--- config.mk ---
export PLATFORM = sky130hd
export DESIGN_NAME = i2c_master_byte_engine_flat
export DESIGN_NICKNAME = d
export VERILOG_FILES = /design/src/rtl/i2cm_pkg.sv /design/src/rtl/i2cm_if.sv /design/src/rtl/i2c_master_byte_engine.sv /design/src/rtl/i2cm_apb_cfg.sv /design/src/rtl/i2cm_core.sv /design/src/rtl/i2cm_out_stage.sv /design/src/flat_wrapper.sv
export VERILOG_INCLUDE_DIRS = /design/src /design/src/rtl
export SDC_FILE = /design/constraint.sdc
export NUM_CORES = 1
export LEC_CHECK = 0
export BUFFER_PORTS_ARGS = -buffer_cell sky130_fd_sc_hd__clkbuf_2
export CAP_MARGIN = 20
export CORE_MARGIN = 4
export CORE_UTILIZATION = 40
export DETAILED_ROUTE_END_ITERATION = 10
export PLACE_DENSITY = 0.64
export RECOVER_POWER = 50
export SLEW_MARGIN = 20
export SYNTH_ARGS = -nofsm -noshare
export SYNTH_HDL_FRONTEND = slang
export SYNTH_SLANG_ARGS = --single-unit
--- constraint.sdc ---
create_clock -name i_clk -period 11.85 [get_ports i_clk]
set_input_delay 0.5925 -clock i_clk [delete_from_list [all_inputs] [get_ports i_clk]]
set_output_delay 0.5925 -clock i_clk [all_outputs]
set_load 0.02 [all_outputs]
--- src/rtl/i2c_master_byte_engine_assert.svh ---
// assertion macros for the i2c master byte engine
`ifndef I2C_MASTER_BYTE_ENGINE_ASSERT_SVH
`define I2C_MASTER_BYTE_ENGINE_ASSERT_SVH
`ifndef ASSERT_OFF
`define I2CM_ASSERT_IMPL(lbl, clk, rst_n, ante, cons) \
    lbl: assert property (@(posedge clk) disable iff (!rst_n) (ante) |-> (cons)) \
        else $error("i2c engine: implication check failed");
`define I2CM_ASSERT_NEXT(lbl, clk, rst_n, ante, cons) \
    lbl: assert property (@(posedge clk) disable iff (!rst_n) (ante) |=> (cons)) \
        else $error("i2c engine: next-cycle check failed");
`define I2CM_ASSERT_ALWAYS(lbl, clk, rst_n, prop) \
    lbl: assert property (@(posedge clk) disable iff (!rst_n) (prop)) \
        else $error("i2c engine: invariant check failed");
`else
`define I2CM_ASSERT_IMPL(lbl, clk, rst_n, ante, cons)
`define I2CM_ASSERT_NEXT(lbl, clk, rst_n, ante, cons)
`define I2CM_ASSERT_ALWAYS(lbl, clk, rst_n, prop)
`endif
`endif

--- src/rtl/i2cm_pkg.sv ---
// shared types and constants of the i2c master byte engine
package i2cm_pkg;

    localparam int DELAY_WIDTH_DEF = 16;

    localparam int HALF_PERIOD_W = 16;
    localparam int ACK_TIMEOUT_W = 8;
    localparam int PADDR_W       = 3;
    localparam int PDATA_W       = 32;

    localparam logic [HALF_PERIOD_W-1:0] HALF_PERIOD_RST = 16'd10;
    localparam logic [ACK_TIMEOUT_W-1:0] ACK_TIMEOUT_RST = 8'd250;

    // register index, taken from paddr bit 2
    localparam logic REG_HALF_PERIOD = 1'b0;
    localparam logic REG_ACK_TIMEOUT = 1'b1;

    // command codes
    localparam logic [2:0] CMD_NONE  = 3'd0;
    localparam logic [2:0] CMD_START = 3'd1;
    localparam logic [2:0] CMD_STOP  = 3'd2;
    localparam logic [2:0] CMD_WRITE = 3'd3;
    localparam logic [2:0] CMD_READ  = 3'd4;

    typedef struct packed {
        logic [2:0] cmd;
        logic [7:0] wr_data;
        logic       send_ack;
        logic       sda_in;
    } t_cmd_item;

    typedef struct packed {
        logic       scl_level;
        logic       sda_level;
        logic       sda_enable;
        logic       busy_res;
        logic       done_res;
        logic [7:0] rd_data;
        logic       nack_flag;
    } t_res_item;

    typedef struct packed {
        logic [HALF_PERIOD_W-1:0] half_period;
        logic [ACK_TIMEOUT_W-1:0] ack_timeout;
    } t_cfg;

endpackage

--- src/rtl/i2cm_if.sv ---
// valid/ready channel interfaces for command ticks and result items
interface i2cm_cmd_if;
    logic                  valid;
    logic                  ready;
    i2cm_pkg::t_cmd_item   item;
    modport source (output valid, output item, input ready);
    modport sink   (input valid, input item, output ready);
endinterface

interface i2cm_res_if;
    logic                  valid;
    logic                  ready;
    i2cm_pkg::t_res_item   item;
    modport source (output valid, output item, input ready);
    modport sink   (input valid, input item, output ready);
endinterface

--- src/rtl/i2c_master_byte_engine.sv ---
// top level of the tick-driven i2c master byte engine
//
//  port group   dir  handshake          carries
//  i_cmd        in   valid/ready        cmd, wr_data, send_ack, sda_in (one tick)
//  o_res        out  valid/ready        scl/sda drive, busy, done, rd_data, nack
//  apb (p*)     in   psel/penable       half_period @0x0, ack_timeout @0x4
//
// one tick item is taken every cycle while the result register is free or being read; its result
// appears in the result register in the next cycle, and that register parts the two channels
// a stalled result holds the input off only while the result register is full
// reset is synchronous, active low; the engine starts idle, scl and sda driven high
module i2c_master_byte_engine #(
    parameter int DELAY_WIDTH = i2cm_pkg::DELAY_WIDTH_DEF
) (
    input  logic                          i_clk,
    input  logic                          i_rst_n,
    i2cm_cmd_if.sink                      i_cmd,
    i2cm_res_if.source                    o_res,
    input  logic                          psel,
    input  logic                          penable,
    input  logic                          pwrite,
    input  logic [i2cm_pkg::PADDR_W-1:0]  paddr,
    input  logic [i2cm_pkg::PDATA_W-1:0]  pwdata,
    output logic [i2cm_pkg::PDATA_W-1:0]  prdata,
    output logic                          pready
);

    i2cm_pkg::t_cfg      w_cfg;
    i2cm_pkg::t_res_item w_res_next;
    logic                w_accept;
    logic                w_in_ready;

    i2cm_apb_cfg u_cfg (
        .i_clk   (i_clk),
        .i_rst_n (i_rst_n),
        .psel    (psel),
        .penable (penable),
        .pwrite  (pwrite),
        .paddr   (paddr),
        .pwdata  (pwdata),
        .prdata  (prdata),
        .pready  (pready),
        .o_cfg   (w_cfg)
    );

    i2cm_core #(
        .DELAY_WIDTH (DELAY_WIDTH)
    ) u_core (
        .i_clk      (i_clk),
        .i_rst_n    (i_rst_n),
        .i_accept   (w_accept),
        .i_item     (i_cmd.item),
        .i_cfg      (w_cfg),
        .o_res_next (w_res_next)
    );

    i2cm_out_stage u_out (
        .i_clk      (i_clk),
        .i_rst_n    (i_rst_n),
        .i_in_valid (i_cmd.valid),
        .o_in_ready (w_in_ready),
        .o_accept   (w_accept),
        .i_res_next (w_res_next),
        .o_res      (o_res)
    );

    assign i_cmd.ready = w_in_ready;

endmodule

--- src/rtl/i2cm_apb_cfg.sv ---
// apb register block holding half_period and ack_timeout
module i2cm_apb_cfg (
    input  logic                          i_clk,
    input  logic                          i_rst_n,
    input  logic                          psel,
    input  logic                          penable,
    input  logic                          pwrite,
    input  logic [i2cm_pkg::PADDR_W-1:0]  paddr,
    input  logic [i2cm_pkg::PDATA_W-1:0]  pwdata,
    output logic [i2cm_pkg::PDATA_W-1:0]  prdata,
    output logic                          pready,
    output i2cm_pkg::t_cfg                o_cfg
);

    logic [i2cm_pkg::HALF_PERIOD_W-1:0] r_half_period;
    logic [i2cm_pkg::ACK_TIMEOUT_W-1:0] r_ack_timeout;
    logic                               w_wr;
    logic                               w_idx;

    assign pready = 1'b1;
    assign w_wr   = psel && penable && pwrite;
    assign w_idx  = paddr[2];

    always_ff @(posedge i_clk) begin
        if (!i_rst_n) begin
            r_half_period <= i2cm_pkg::HALF_PERIOD_RST;
            r_ack_timeout <= i2cm_pkg::ACK_TIMEOUT_RST;
        end else if (w_wr) begin
            unique case (w_idx)
                i2cm_pkg::REG_HALF_PERIOD: begin
                    r_half_period <= pwdata[i2cm_pkg::HALF_PERIOD_W-1:0];
                end
                i2cm_pkg::REG_ACK_TIMEOUT: begin
                    r_ack_timeout <= pwdata[i2cm_pkg::ACK_TIMEOUT_W-1:0];
                end
                default: ;
            endcase
        end
    end

    always_comb begin
        unique case (w_idx)
            i2cm_pkg::REG_HALF_PERIOD: begin
                prdata = {{(i2cm_pkg::PDATA_W-i2cm_pkg::HALF_PERIOD_W){1'b0}}, r_half_period};
            end
            i2cm_pkg::REG_ACK_TIMEOUT: begin
                prdata = {{(i2cm_pkg::PDATA_W-i2cm_pkg::ACK_TIMEOUT_W){1'b0}}, r_ack_timeout};
            end
            default: prdata = '0;
        endcase
    end

    assign o_cfg.half_period = r_half_period;
    assign o_cfg.ack_timeout = r_ack_timeout;

endmodule

--- src/rtl/i2cm_core.sv ---
// bus sequencer: one tick per item, next state and next result in one pass
`include "i2c_master_byte_engine_assert.svh"
module i2cm_core #(
    parameter int DELAY_WIDTH = i2cm_pkg::DELAY_WIDTH_DEF
) (
    input  logic                 i_clk,
    input  logic                 i_rst_n,
    input  logic                 i_accept,
    input  i2cm_pkg::t_cmd_item  i_item,
    input  i2cm_pkg::t_cfg       i_cfg,
    output i2cm_pkg::t_res_item  o_res_next
);

    localparam int CW = DELAY_WIDTH + 1;

    typedef enum logic [3:0] {
        PH_IDLE    = 4'd0,
        PH_ST_A    = 4'd1,
        PH_ST_B    = 4'd2,
        PH_ST_C    = 4'd3,
        PH_SP_A    = 4'd4,
        PH_SP_B    = 4'd5,
        PH_WR_LO   = 4'd6,
        PH_WR_HI   = 4'd7,
        PH_WR_GAP  = 4'd8,
        PH_AK_LO   = 4'd9,
        PH_AK_HI   = 4'd10,
        PH_AK_POLL = 4'd11,
        PH_RD_LO   = 4'd12,
        PH_RD_HI   = 4'd13,
        PH_RA_LO   = 4'd14,
        PH_RA_HI   = 4'd15
    } t_phase;

    t_phase                             r_phase,       n_phase;
    logic [3:0]                         r_bit_count,   n_bit_count;
    logic [CW-1:0]                      r_delay_count, n_delay_count;
    logic [7:0]                         r_shift,       n_shift;
    logic [i2cm_pkg::ACK_TIMEOUT_W-1:0] r_ack_wait,    n_ack_wait;
    logic                               r_ack_choice,  n_ack_choice;
    logic                               r_scl,         n_scl;
    logic                               r_sda,         n_sda;
    logic                               r_sda_en,      n_sda_en;
    logic                               r_nack,        n_nack;
    logic [7:0]                         r_rd_hold,     n_rd_hold;
    logic                               n_done;

    logic [DELAY_WIDTH-1:0] w_hp;
    logic [DELAY_WIDTH-1:0] w_delay;
    logic [CW-1:0]          w_len;
    logic [CW-1:0]          w_count_inc;
    logic                   w_over;
    logic [CW-1:0]          w_count_next;
    logic [3:0]             w_bit_inc;
    logic                   w_idle_no_cmd;
    logic                   w_stop_driven;

    // half_period cut or zero-extended to the delay width, zero acts as one
    always_comb begin
        for (int i = 0; i < DELAY_WIDTH; i++) begin
            w_hp[i] = (i < i2cm_pkg::HALF_PERIOD_W) ?
                      i_cfg.half_period[i % i2cm_pkg::HALF_PERIOD_W] : 1'b0;
        end
        w_delay = (w_hp == '0) ? {{(DELAY_WIDTH-1){1'b0}}, 1'b1} : w_hp;
    end

    // read clock phases use a doubled delay
    assign w_len = (r_phase == PH_RD_LO || r_phase == PH_RD_HI) ?
                   {w_delay, 1'b0} : {1'b0, w_delay};
    assign w_count_inc  = r_delay_count + {{(CW-1){1'b0}}, 1'b1};
    assign w_over       = (w_count_inc >= w_len);
    assign w_count_next = w_over ? '0 : w_count_inc;
    assign w_bit_inc    = r_bit_count + 4'd1;

    always_comb begin
        n_phase       = r_phase;
        n_bit_count   = r_bit_count;
        n_delay_count = w_count_next;
        n_shift       = r_shift;
        n_ack_wait    = r_ack_wait;
        n_ack_choice  = r_ack_choice;
        n_scl         = r_scl;
        n_sda         = r_sda;
        n_sda_en      = r_sda_en;
        n_nack        = r_nack;
        n_rd_hold     = r_rd_hold;
        n_done        = 1'b0;
        unique case (r_phase)
            PH_IDLE: begin
                n_delay_count = '0;
                case (i_item.cmd)
                    i2cm_pkg::CMD_START: begin
                        n_sda_en = 1'b1;
                        n_phase  = PH_ST_A;
                    end
                    i2cm_pkg::CMD_STOP: begin
                        n_scl    = 1'b0;
                        n_sda    = 1'b0;
                        n_sda_en = 1'b1;
                        n_phase  = PH_SP_A;
                    end
                    i2cm_pkg::CMD_WRITE: begin
                        n_scl       = 1'b0;
                        n_sda_en    = 1'b1;
                        n_sda       = i_item.wr_data[7];
                        n_shift     = {i_item.wr_data[6:0], 1'b0};
                        n_bit_count = '0;
                        n_ack_wait  = '0;
                        n_nack      = 1'b0;
                        n_phase     = PH_WR_LO;
                    end
                    i2cm_pkg::CMD_READ: begin
                        n_scl        = 1'b0;
                        n_sda_en     = 1'b0;
                        n_sda        = 1'b1;
                        n_shift      = '0;
                        n_bit_count  = '0;
                        n_ack_choice = i_item.send_ack;
                        n_phase      = PH_RD_LO;
                    end
                    default: ;
                endcase
            end
            PH_ST_A: begin
                if (w_over) begin
                    n_sda   = 1'b1;
                    n_scl   = 1'b1;
                    n_phase = PH_ST_B;
                end
            end
            PH_ST_B: begin
                if (w_over) begin
                    n_sda   = 1'b0;
                    n_phase = PH_ST_C;
                end
            end
            PH_ST_C: begin
                if (w_over) begin
                    n_scl   = 1'b0;
                    n_done  = 1'b1;
                    n_phase = PH_IDLE;
                end
            end
            PH_SP_A: begin
                if (w_over) begin
                    n_scl   = 1'b1;
                    n_sda   = 1'b1;
                    n_phase = PH_SP_B;
                end
            end
            PH_SP_B: begin
                if (w_over) begin
                    n_done  = 1'b1;
                    n_phase = PH_IDLE;
                end
            end
            PH_WR_LO: begin
                if (w_over) begin
                    n_scl   = 1'b1;
                    n_phase = PH_WR_HI;
                end
            end
            PH_WR_HI: begin
                if (w_over) begin
                    n_scl   = 1'b0;
                    n_phase = PH_WR_GAP;
                end
            end
            PH_WR_GAP: begin
                if (w_over) begin
                    n_bit_count = w_bit_inc;
                    if (w_bit_inc < 4'd8) begin
                        n_sda   = r_shift[7];
                        n_shift = {r_shift[6:0], 1'b0};
                        n_phase = PH_WR_LO;
                    end else begin
                        n_sda_en = 1'b0;
                        n_sda    = 1'b1;
                        n_phase  = PH_AK_LO;
                    end
                end
            end
            PH_AK_LO: begin
                if (w_over) begin
                    n_scl   = 1'b1;
                    n_phase = PH_AK_HI;
                end
            end
            PH_AK_HI: begin
                if (w_over) begin
                    n_ack_wait = '0;
                    n_phase    = PH_AK_POLL;
                end
            end
            PH_AK_POLL: begin
                n_delay_count = r_delay_count;
                if (!i_item.sda_in) begin
                    n_scl   = 1'b0;
                    n_done  = 1'b1;
                    n_phase = PH_IDLE;
                end else if (r_ack_wait >= i_cfg.ack_timeout) begin
                    // no ack in time: generate the stop ourselves
                    n_scl         = 1'b0;
                    n_sda         = 1'b0;
                    n_sda_en      = 1'b1;
                    n_nack        = 1'b1;
                    n_delay_count = '0;
                    n_phase       = PH_SP_A;
                end else begin
                    n_ack_wait = r_ack_wait + 1'b1;
                end
            end
            PH_RD_LO: begin
                if (w_over) begin
                    n_scl   = 1'b1;
                    n_shift = {r_shift[6:0], i_item.sda_in};
                    n_phase = PH_RD_HI;
                end
            end
            PH_RD_HI: begin
                if (w_over) begin
                    n_scl       = 1'b0;
                    n_bit_count = w_bit_inc;
                    if (w_bit_inc < 4'd8) begin
                        n_phase = PH_RD_LO;
                    end else begin
                        n_sda_en = 1'b1;
                        n_sda    = !r_ack_choice;
                        n_phase  = PH_RA_LO;
                    end
                end
            end
            PH_RA_LO: begin
                if (w_over) begin
                    n_scl   = 1'b1;
                    n_phase = PH_RA_HI;
                end
            end
            PH_RA_HI: begin
                if (w_over) begin
                    n_scl     = 1'b0;
                    n_rd_hold = r_shift;
                    n_done    = 1'b1;
                    n_phase   = PH_IDLE;
                end
            end
            default: ;
        endcase
    end

    always_ff @(posedge i_clk) begin
        if (!i_rst_n) begin
            r_phase       <= PH_IDLE;
            r_bit_count   <= '0;
            r_delay_count <= '0;
            r_shift       <= '0;
            r_ack_wait    <= '0;
            r_ack_choice  <= 1'b0;
            r_scl         <= 1'b1;
            r_sda         <= 1'b1;
            r_sda_en      <= 1'b1;
            r_nack        <= 1'b0;
            r_rd_hold     <= '0;
        end else if (i_accept) begin
            r_phase       <= n_phase;
            r_bit_count   <= n_bit_count;
            r_delay_count <= n_delay_count;
            r_shift       <= n_shift;
            r_ack_wait    <= n_ack_wait;
            r_ack_choice  <= n_ack_choice;
            r_scl         <= n_scl;
            r_sda         <= n_sda;
            r_sda_en      <= n_sda_en;
            r_nack        <= n_nack;
            r_rd_hold     <= n_rd_hold;
        end
    end

    assign o_res_next.scl_level  = n_scl;
    assign o_res_next.sda_level  = n_sda_en ? n_sda : 1'b1;
    assign o_res_next.sda_enable = n_sda_en;
    assign o_res_next.busy_res   = (n_phase != PH_IDLE);
    assign o_res_next.done_res   = n_done;
    assign o_res_next.rd_data    = n_rd_hold;
    assign o_res_next.nack_flag  = n_nack;

    assign w_idle_no_cmd = i_accept && r_phase == PH_IDLE && i_item.cmd == i2cm_pkg::CMD_NONE;
    assign w_stop_driven = r_phase == PH_SP_A && !r_scl && r_sda_en;

    `I2CM_ASSERT_NEXT(a_idle_holds, i_clk, i_rst_n, w_idle_no_cmd, r_phase == PH_IDLE)
    `I2CM_ASSERT_IMPL(a_idle_count_clear, i_clk, i_rst_n, r_phase == PH_IDLE, r_delay_count == '0)
    `I2CM_ASSERT_ALWAYS(a_bit_count_range, i_clk, i_rst_n, r_bit_count <= 4'd8)
    `I2CM_ASSERT_IMPL(a_nack_starts_stop, i_clk, i_rst_n, $rose(r_nack), w_stop_driven)

endmodule

--- src/rtl/i2cm_out_stage.sv ---
// result register between the sequencer and the result channel
module i2cm_out_stage (
    input  logic                 i_clk,
    input  logic                 i_rst_n,
    input  logic                 i_in_valid,
    output logic                 o_in_ready,
    output logic                 o_accept,
    input  i2cm_pkg::t_res_item  i_res_next,
    i2cm_res_if.source           o_res
);

    logic                r_valid;
    i2cm_pkg::t_res_item r_item;

    // take a new tick whenever the held result leaves or none is held
    assign o_in_ready = !r_valid || o_res.ready;
    assign o_accept   = i_in_valid && o_in_ready;

    always_ff @(posedge i_clk) begin
        if (!i_rst_n) begin
            r_valid <= 1'b0;
        end else if (o_in_ready) begin
            r_valid <= i_in_valid;
        end
    end

    always_ff @(posedge i_clk) begin
        if (o_accept) begin
            r_item <= i_res_next;
        end
    end

    assign o_res.valid = r_valid;
    assign o_res.item  = r_item;

endmodule

--- src/flat_wrapper.sv ---
// flat-port wrapper written by rule: the top's interface ports become plain ports
module i2c_master_byte_engine_flat 
#(
    parameter int DELAY_WIDTH = i2cm_pkg::DELAY_WIDTH_DEF
)
  (i_clk, i_rst_n, psel, penable, pwrite, paddr, pwdata, prdata, pready, i_cmd_valid, i_cmd_item, i_cmd_ready, o_res_valid, o_res_item, o_res_ready);
  i2cm_cmd_if i_cmd_i ();
  i2cm_res_if o_res_i ();
  input  logic i_clk;
  input  logic i_rst_n;
  input  logic psel;
  input  logic penable;
  input  logic pwrite;
  input  logic [i2cm_pkg::PADDR_W-1:0] paddr;
  input  logic [i2cm_pkg::PDATA_W-1:0] pwdata;
  output logic [i2cm_pkg::PDATA_W-1:0] prdata;
  output logic pready;
  input wire logic [$bits(i_cmd_i.valid)-1:0] i_cmd_valid;
  input wire logic [$bits(i_cmd_i.item)-1:0] i_cmd_item;
  output wire logic [$bits(i_cmd_i.ready)-1:0] i_cmd_ready;
  output wire logic [$bits(o_res_i.valid)-1:0] o_res_valid;
  output wire logic [$bits(o_res_i.item)-1:0] o_res_item;
  input wire logic [$bits(o_res_i.ready)-1:0] o_res_ready;
  assign i_cmd_i.valid = i_cmd_valid;
  assign i_cmd_i.item = i_cmd_item;
  assign i_cmd_ready = i_cmd_i.ready;
  assign o_res_valid = o_res_i.valid;
  assign o_res_item = o_res_i.item;
  assign o_res_i.ready = o_res_ready;
  i2c_master_byte_engine #(.DELAY_WIDTH(DELAY_WIDTH)) u_core (.i_clk(i_clk), .i_rst_n(i_rst_n), .i_cmd(i_cmd_i), .o_res(o_res_i), .psel(psel), .penable(penable), .pwrite(pwrite), .paddr(paddr), .pwdata(pwdata), .prdata(prdata), .pready(pready));
endmodule
Yosys cells after proc, flatten, opt, wreduce, memory -nomap -nowiden
Cells that the tools add are included.
- add/sub/neg operators: 3
- $lt $le $gt $ge: 3
- equal/unequal tests: 30
- muxes and demuxes: 71
- bitwise operators: 1
- reduce and logical (&&, ||, !) cells: 28
- operator list (kind ; count):
    $mux W8 ; 9
    $mux W17 ; 4
    $mux W4 ; 17
    $pmux W32 S2 ; 1
    $pmux W4 S14 ; 1
    $pmux W8 S3 ; 2
    $pmux W17 S2 ; 1
    $eq A4 B4 Y1 const B ; 8
    $mux W1 ; 24
    $add A17 B1 Y17 const B ; 1
    $ge A17 B17 Y1 ; 1
    $eq A4 B3 Y1 const B ; 4
    $logic_not A16 Y1 ; 1
    $mux W16 ; 1
    $ne A2 B2 Y1 const B ; 8
    $pmux W4 S4 ; 1
    $pmux W8 S2 ; 1
    $reduce_and A6 Y1 ; 2
    $reduce_or A3 Y1 ; 3
    $add A8 B1 Y8 const B ; 1
    $eq A4 B2 Y1 const B ; 2
    $ge A8 B8 Y1 ; 1
    $pmux W1 S4 ; 2
    $pmux W4 S2 ; 1
    26 further kinds ; 39
- register bits: 93
- input bits: 55
- output and inout bits: 49
- logic and storage cells: 157

Logic depth before layout (Yosys ltp)
Gate-level depths: netlist of the first run.
- depth in word-level cells: 7
- mapped depth: 17
- gate-level depth less buffers: 14

By module
From an unflattened synthesis of the first run, not the netlist that was laid out.
- cells, all modules: 700
- area, all modules: 6005.8 µm²
- by module, submodules not included (module ; times used ; cells each ; area an instance (µm²) ; sequential area each (µm²)):
    i2cm_core ; 1 ; 541 ; 4235.3 ; 1081.0
    i2cm_apb_cfg ; 1 ; 140 ; 1292.5 ; 480.5
    i2cm_out_stage ; 1 ; 19 ; 478.0 ; 440.4

Worst setup path after synthesis of the first run
OpenSTA, ideal clock, no wires.
- path kind: reg-to-reg
- from: register u_core.u_core.r_phase[3]
- to: register u_core.u_out.r_item (netlist bit u_core.u_out.o_res.item[10]) (data pin)
- setup time: 0.275 ns
- data arrival time: 3.667 ns
- data required time: 11.575 ns
- setup slack: 7.908 ns
- cell stages (with the launch flop): 15
- path buffers: 2
- period minus slack after synthesis: 3.942 ns
- path through: dfxtp_1 buf_2 clkinv_1 nor2_1 nand2_1 clkbuf_1 mux2i_1 ha_1 nand3_2 or3_4 o21ai_4 a211oi_4 or4b_1 a32oi_1 nand4_1
- RTL lines (element ; RTL line ; RTL):
    start: declaration ; i2cm_core.sv:35 ; t_phase r_phase, n_phase;
    start signal: assignment ; i2cm_core.sv:265 ; r_phase <= n_phase;
    end signal: assignment ; i2cm_out_stage.sv:29 ; r_item <= i_res_next;
    end: declaration ; i2cm_out_stage.sv:13 ; i2cm_pkg::t_res_item r_item;

Worst setup path in the final report of the first run
- from: register u_core.u_core.r_phase[3]
- to: register u_core.u_core.r_delay_count[12]
- longest elaborated chain between the ends: 6
- elaborated cells on any way between the ends: 12
- those cells by class: 1 x order compare; 5 x eq/ne; 3 x mux; 3 x reduce/logical
- RTL lines (element ; RTL line ; RTL):
    $eq A4 B4 Y1 ; i2cm_core.sv:68 ; assign w_len = (r_phase == PH_RD_LO || r_phase == PH_RD_HI) ?
    $logic_or A1 B1 Y1 ; i2cm_core.sv:68 ;
    $mux W17 ; i2cm_core.sv:68 ;
    $ge A17 B17 Y1 ; i2cm_core.sv:71 ; assign w_over = (w_count_inc >= w_len);
    $mux W17 ; i2cm_core.sv:72 ; assign w_count_next = w_over ? '0 : w_count_inc;
    $pmux W17 S2 ; i2cm_core.sv:88 ; unique case (r_phase)
    end signal: assignment ; i2cm_core.sv:267 ; r_delay_count <= n_delay_count;
    end: declaration ; i2cm_core.sv:37 ; logic [CW-1:0] r_delay_count, n_delay_count;
Parallel ways exist; a longest one is shown, timed or not.
A chain may end at the register's enable or synchronous reset.

==> results of run 1 <==
[stage by stage]
stage | instances | area, um^2 | util | setup slack (ns) | total power [W]
final | 908 | 6320 | 0.453 | 6.45 | 0.000757
after global routing | 908 | 6320 | 0.453 | 5.94 | 0.000793
after CTS | 908 | 6360 | 0.457 | 6.53 | 0.000765
after detailed placement | 892 | 6080 | 0.436 | 6.54 | 0.000485
after global placement | 892 | 6080 | 0.436 | 6.60 | 0.000483
after floorplan | 695 | 5780 | - | 7.91 | 0.000455
[cell families after synthesis]
family	Yosys count
compound gates	174
xor+xnor	21
fa+ha+maj	28
buf+inv	72
flops	93
mux	41
other cells	2
simple gates	249
[sequential cells by signal, indices dropped and copies added (netlist names)]
| signal | count |
|---|---|
| u_core.u_core.r_rd_hold | 8 |
| u_core.u_core.r_shift | 8 |
| u_core.u_core.r_nack | 1 |
| u_core.u_core.r_phase | 4 |
| u_core.u_cfg.r_half_period | 16 |
| u_core.u_cfg.r_ack_timeout | 8 |
| u_core.u_core.r_ack_wait | 8 |
| u_core.u_core.r_sda | 1 |
| u_core.u_core.r_sda_en | 1 |
| u_core.u_core.r_delay_count | 17 |
| u_core.u_core.r_bit_count | 4 |
| u_core.u_out.o_res.item | 14 |
| u_core.u_out.o_res.valid | 1 |
| u_core.u_core.r_scl | 1 |
| u_core.u_core.r_ack_choice | 1 |
[layer usage]
| metal | wire, um | up-vias | GRT usage |
|---|---|---|---|
| met2 | 6800 | 147 | 0.283 |
| met5 | 0 | - | 0 |
| met3 | 727 | 23 | 0.0346 |
| li1 | - | 2516 | - |
| met4 | 241 | 0 | 0.0518 |
| met1 | 6600 | 2405 | 0.241 |
[critical path, cell delays in order, from the launching register on]
cell	delay (ns)
dfxtp_1	0.70
clkinv_1	0.42
nor2_1	0.34
nand2_1	0.56
mux2i_1	0.36
ha_1	0.29
a211o_1	0.29
o211ai_1	0.10
a211oi_2	0.17
a211oi_4	0.69
and3_1	0.86
or3b_1	0.41
a21oi_1	0.14
[layout by cell type, fill, tap and decap left out, types with 5 or more instances in the layout]
cell	instances
nand2_1	97
dfxtp_1	79
a21oi_1	55
nor2_1	49
clkbuf_2	36
clkbuf_1	34
o21ai_0	28
ha_1	28
nand3_1	25
mux2i_1	25
inv_1	17
conb_1	17
mux2_2	16
edfxtp_1	14
o211ai_1	13
xnor2_1	13
nor2b_1	12
nand4_1	11
nor3_1	9
a211oi_1	9
a311oi_1	9
clkbuf_16	9
nand2b_1	8
xor2_1	8
o21ba_2	8
a22o_1	7
and3_1	6
a22oi_1	6
o21ai_1	5
nor4_1	5
[cells in the mapped netlist (14+ instances only)]
cell | number | share of area
inv_1 | 17 | 0.011
nand2_1 | 97 | 0.064
dfxtp_1 | 79 | 0.28
buf_4 | 17 | 0.022
o21ai_0 | 28 | 0.024
clkbuf_1 | 26 | 0.017
a21oi_1 | 55 | 0.048
mux2_2 | 16 | 0.031
edfxtp_1 | 14 | 0.073
mux2i_1 | 25 | 0.044
nor2_1 | 49 | 0.032
nand3_1 | 25 | 0.022
ha_1 | 28 | 0.061
[report_power, final]
part / leakage [nW] / internal, W / switching (W) / total [W]
registers: 0.778 / 0.000335 / 0.0000164 / 0.000351
logic: 1.72 / 0.0000456 / 0.0000807 / 0.000126
clock network: 0.136 / 0.000145 / 0.000134 / 0.000280
total: 2.63 / 0.000526 / 0.000231 / 0.000757
[worst paths after layout]
kind	from	slack (ns)	to
setup reg to reg	u_core.u_core.r_phase[3]	6.45	u_core.u_core.r_delay_count[12]
setup / recovery	u_core.u_core.r_phase[3]	6.45	u_core.u_core.r_delay_count[12]
hold reg to reg	u_core.u_core.r_nack	0.47	u_core.u_core.r_nack
hold / removal	pwdata[14]	0.46	u_core.u_cfg.r_half_period[14]
[area by class of cell]
| cell class | count | area (um^2) |
|---|---|---|
| clock inverter | 7 | 57.6 |
| tap | 180 | 225 |
| multi-input combinational | 530 | 3420 |
| clock buffer | 9 | 225 |
| timing repair buffer | 71 | 315 |
| inverter | 18 | 67.6 |
| fill | 1389 | 7620 |
| sequential | 93 | 2000 |
==> run metrics, run 1 <==
# rows=43; GP Congestion=0.895; Setup CP Type=register to register; post-CTS setup buffers=0; post_cts resized=0; Peak supply drop=0.0774 mV; hold depth=3; clock buffer count from CTS=9; # setup viols final=0; initial antenna violation count=0; clock slew at reported path FFs=0.07 ns; Max Cap Viol=2; Hold Fails Final Rpt=0; Starting DRT DRC Count=598; Worst EP required=12.14 ns; largest net degree at the start of global routing=43; Clock Latency Late Sink=0.35 ns; Post-DP HPWL=10200 um; gr ovfl total=0; Rel. slew slack=-0.176; n_diodes=0; global-route wire length before repair=23700 um; Max FO, Critical Path=26; Unique masters post-synth=71; Hold WC Path Type=primary input to register; H-tree depth=3; Final Cycle Share=0.456; failing checks=max-capacitance violations, max-slew violations; largest family of logic cells by synthesized area=simple AND/OR/NAND/NOR gates; Post-Syn Instances=680; drt total wl=14400 um; startpoint types=register; WHS=0.458 ns; Final #Nets=806; Slew Limit Fails=80; Syn Std Cell Area=0.00573 mm^2; CTS tree=done; Power Density=120 mW/mm^2; post-route ant nets=0; DIE WIDTH=128 um; Async SR Flop Fraction=0; Worst Clk Skew=0.0109 ns; fmax=185 MHz; Clock Path Buffers=2; setup TNS=0 ns; Synth Area per Inst=8.42 um^2; Lkg Pwr=2.63 nW; Die ar.=0.0163 mm^2; count of flip-flops with a built-in enable after synthesis=14; R2R cell count=12; min Tclk post-route=5.40 ns; WL per Instance=15.8 um; share of cells above drive strength 1=0.121; Post-synth top flop=dfxtp_1; GRT Total Usage=0.176; I/O pin cnt=104; vias in the first global route=4824; Yosys Warn Count=0; clock root buffer=clkbuf_16; routed vias=5091; Detailed Routing Iterations Pass 1=6; status=finished with violations; TritonCTS Sinks=93; unrepaired setup endpoints after global routing=false; core box area=0.0139 mm^2; simple-gate portion of the synthesized area=0.213; drt via density=5.61; Die Height=128 um; register bit count reported by yosys=93; multiplexer area fraction after synthesis=0.0751; Compound-Gate Fraction of Synth Area=0.205; DR DRC count=0; Area Growth Syn to Fin=10.3%; Post-CTS Hold Buffers=0; Seq/Total Area, Yosys=0.349; port buffer count=68; CP arrival=5.69 ns; Synth Area in Adders=0.0612; Initial Util=0.411; CP Capture Type=register; xor and xnor area share after synthesis=0.0321; Slew @ Worst Pin=1.76 ns
(Power assumes the default switching activity.)
==> run 2: changes to the inputs <==
Clock period 11.85 ns to 5.15 ns, I/O delays scaled along.
==> run metrics, run 2 (synthesis gave the netlist of run 1 again) <==
post-route ant nets=0 (unchanged); Hold Fails Final Rpt=0 (unchanged); core box area=0.0139 mm^2 (unchanged); share of cells above drive strength 1=0.127 (was 0.121); Final #Nets=811 (was 806); Largest register FFs=17 (unchanged); max incr delay on CP=0.59 ns (was 0.86 ns); clock buffer count from CTS=9 (unchanged); Post-DP HPWL=10400 um (was 10200 um); Die Height=128 um (unchanged); Die ar.=0.0163 mm^2 (unchanged); Setup CP Type=register to register (unchanged); GP Congestion=0.934 (was 0.895); Final Util=0.457 (was 0.453); Slew Limit Fails=43 (was 80); Starting DRT DRC Count=471 (was 598); Hold WC Path Type=primary input to register (unchanged); Max Cap Viol=1 (was 2); largest net degree at the start of global routing=43 (unchanged); global-route wire length before repair=23800 um (was 23700 um); Fillers=1353 (was 1389); slowest CP cell=and3_2 (was and3_1); Lkg Pwr=2.66 nW (was 2.63 nW); vias in the first global route=4884 (was 4824); H-tree depth=3 (unchanged); fmax=218 MHz (was 185 MHz); CP arrival=4.86 ns (was 5.69 ns); routed vias=5141 (was 5091); startpoint types=register (unchanged); most frequent cells in the layout=nand2_1, dfxtp_1, a21oi_1 (unchanged); Clock Path Buffers=2 (unchanged); Initial Util=0.411 (unchanged); Slew @ Worst Pin=1.79 ns (was 1.76 ns); Largest Register=u_core.u_core.r_delay_count (unchanged); # setup viols final=0 (unchanged); Detailed Routing Iterations Pass 1=5 (was 6); clock root buffer=clkbuf_16 (unchanged); status=finished with violations (unchanged); Worst Clk Skew=0.00923 ns (was 0.0109 ns); CTS tree=done (unchanged); initial antenna violation count=0 (unchanged); drt via density=5.63 (was 5.61); GRT Total Usage=0.177 (was 0.176); unrepaired setup endpoints after global routing=false (unchanged); Peak supply drop=0.156 mV (was 0.0774 mV); TritonCTS Sinks=93 (unchanged); Worst path top cell family by delay=simple AND/OR/NAND/NOR gates (unchanged); setup TNS=0 ns (unchanged); clock slew at reported path FFs=0.07 ns (about the same); n_diodes=0 (unchanged); Max FO, Critical Path=26 (unchanged); gr ovfl total=0 (unchanged); drt total wl=14400 um (about the same); CP Capture Type=register (unchanged); Power Density=279 mW/mm^2 (was 120 mW/mm^2); Worst EP required=5.41 ns (was 12.14 ns); DR DRC count=0 (unchanged); Clock Latency Late Sink=0.35 ns (about the same); Rel. slew slack=-0.192 (was -0.176); # rows=43 (unchanged); most common cell after layout, fill and taps aside=nand2_1 (unchanged); min Tclk post-route=4.60 ns (was 5.40 ns); failing checks=max-capacitance violations, max-slew violations (unchanged); final setup margin=0.553 ns (was 6.45 ns); DIE WIDTH=128 um (unchanged); CP Cell Sequence=ha_1, nand3_1, nor3_1, nand3_1, nor2_1, xor2_1, ha_1, a21oi_1, o21ai_4, a211oi_4, and3_2, or3b_1, a21oi_1 (was clkinv_1, nor2_1, nand2_1, mux2i_1, ha_1, a211o_1, o211ai_1, a211oi_2, a211oi_4, and3_1, or3b_1, a21oi_1); I/O pin cnt=104 (unchanged); WL per Instance=15.8 um (about the same); port buffer count=68 (unchanged); Post-Place Setup Slack=0.360 ns (was 6.54 ns); WP buf/inv=0 (was 1); Post-CTS Hold Buffers=0 (unchanged); Area Growth Syn to Fin=11.2% (was 10.3%); Final Cycle Share=0.893 (was 0.456)
## run 2: layer usage
layer | routed length, um | global-route usage | up-vias | share of wire
li1 | - | - | 2539 | -
met1 | 6530 | 0.239 | 2437 | 0.45
met2 | 6880 | 0.290 | 150 | 0.48
met3 | 824 | 0.0338 | 15 | 0.057
met4 | 195 | 0.0543 | 0 | 0.014
met5 | 0 | 0 | - | 0
## run 2: report_power, final
| group | switching, W | internal (W) | leakage (nW) | total (W) |
|---|---|---|---|---|
| Clock | 0.000294 | 0.000378 | 0.144 | 0.000672 |
| Sequential | 0.0000242 | 0.000771 | 0.778 | 0.000795 |
| Combinational | 0.000202 | 0.000107 | 1.73 | 0.000310 |
| Total | 0.000521 | 0.00126 | 2.66 | 0.00178 |
## run 2: area by class of cell
type / instances / area (um^2) / share of cell area
clock inverters: 7 / 72.6 / 0.0114
inverters: 18 / 67.6 / 0.0106
multi-input cells: 530 / 3430 / 0.538
well taps: 180 / 225 / 0.0353
flip-flops and latches: 93 / 2000 / 0.314
clock buffers: 9 / 225 / 0.0353
repair buffers: 76 / 352 / 0.0552
## run 2: repair_timing
item | 4_1_cts | 5_1_grt
gates resized for setup | 0 | 1
setup buffers | 0 | 0
endpoints found under the setup margin | 0 | 10
## run 2: path summary, 6_finish.rpt
check | depth (start not counted) | slack (ns) | endpoint | from
setup / recovery | 13 | 0.55 | u_core.u_core.r_delay_count[12] | u_core.u_core.r_delay_count[0]
hold / removal | 3 | 0.13 | u_core.u_cfg.r_half_period[15] | pwdata[15]
setup reg to reg | 13 | 0.55 | u_core.u_core.r_delay_count[12] | u_core.u_core.r_delay_count[0]
hold reg to reg | 2 | 0.47 | u_core.u_core.r_nack | u_core.u_core.r_nack
## run 2: through the flow
stage	cells	cell area (um^2)	hold slack (ns)	total power, W
after detailed placement	897	6120	0.460	0.00112
final	913	6370	0.126	0.00178
after floorplan	695	5780	0.381	0.00105
after CTS	913	6420	0.116	0.00180
after global routing	913	6370	0.128	0.00186
after global placement	897	6120	0.446	0.00112
## run 2: worst min-delay path, delay by kind of cell
family	cells	cell delay, ns
AO/OA/AOI/OAI	1	0.05
AND/OR/NAND/NOR	1	0.04
buffers and inverters	1	0.08
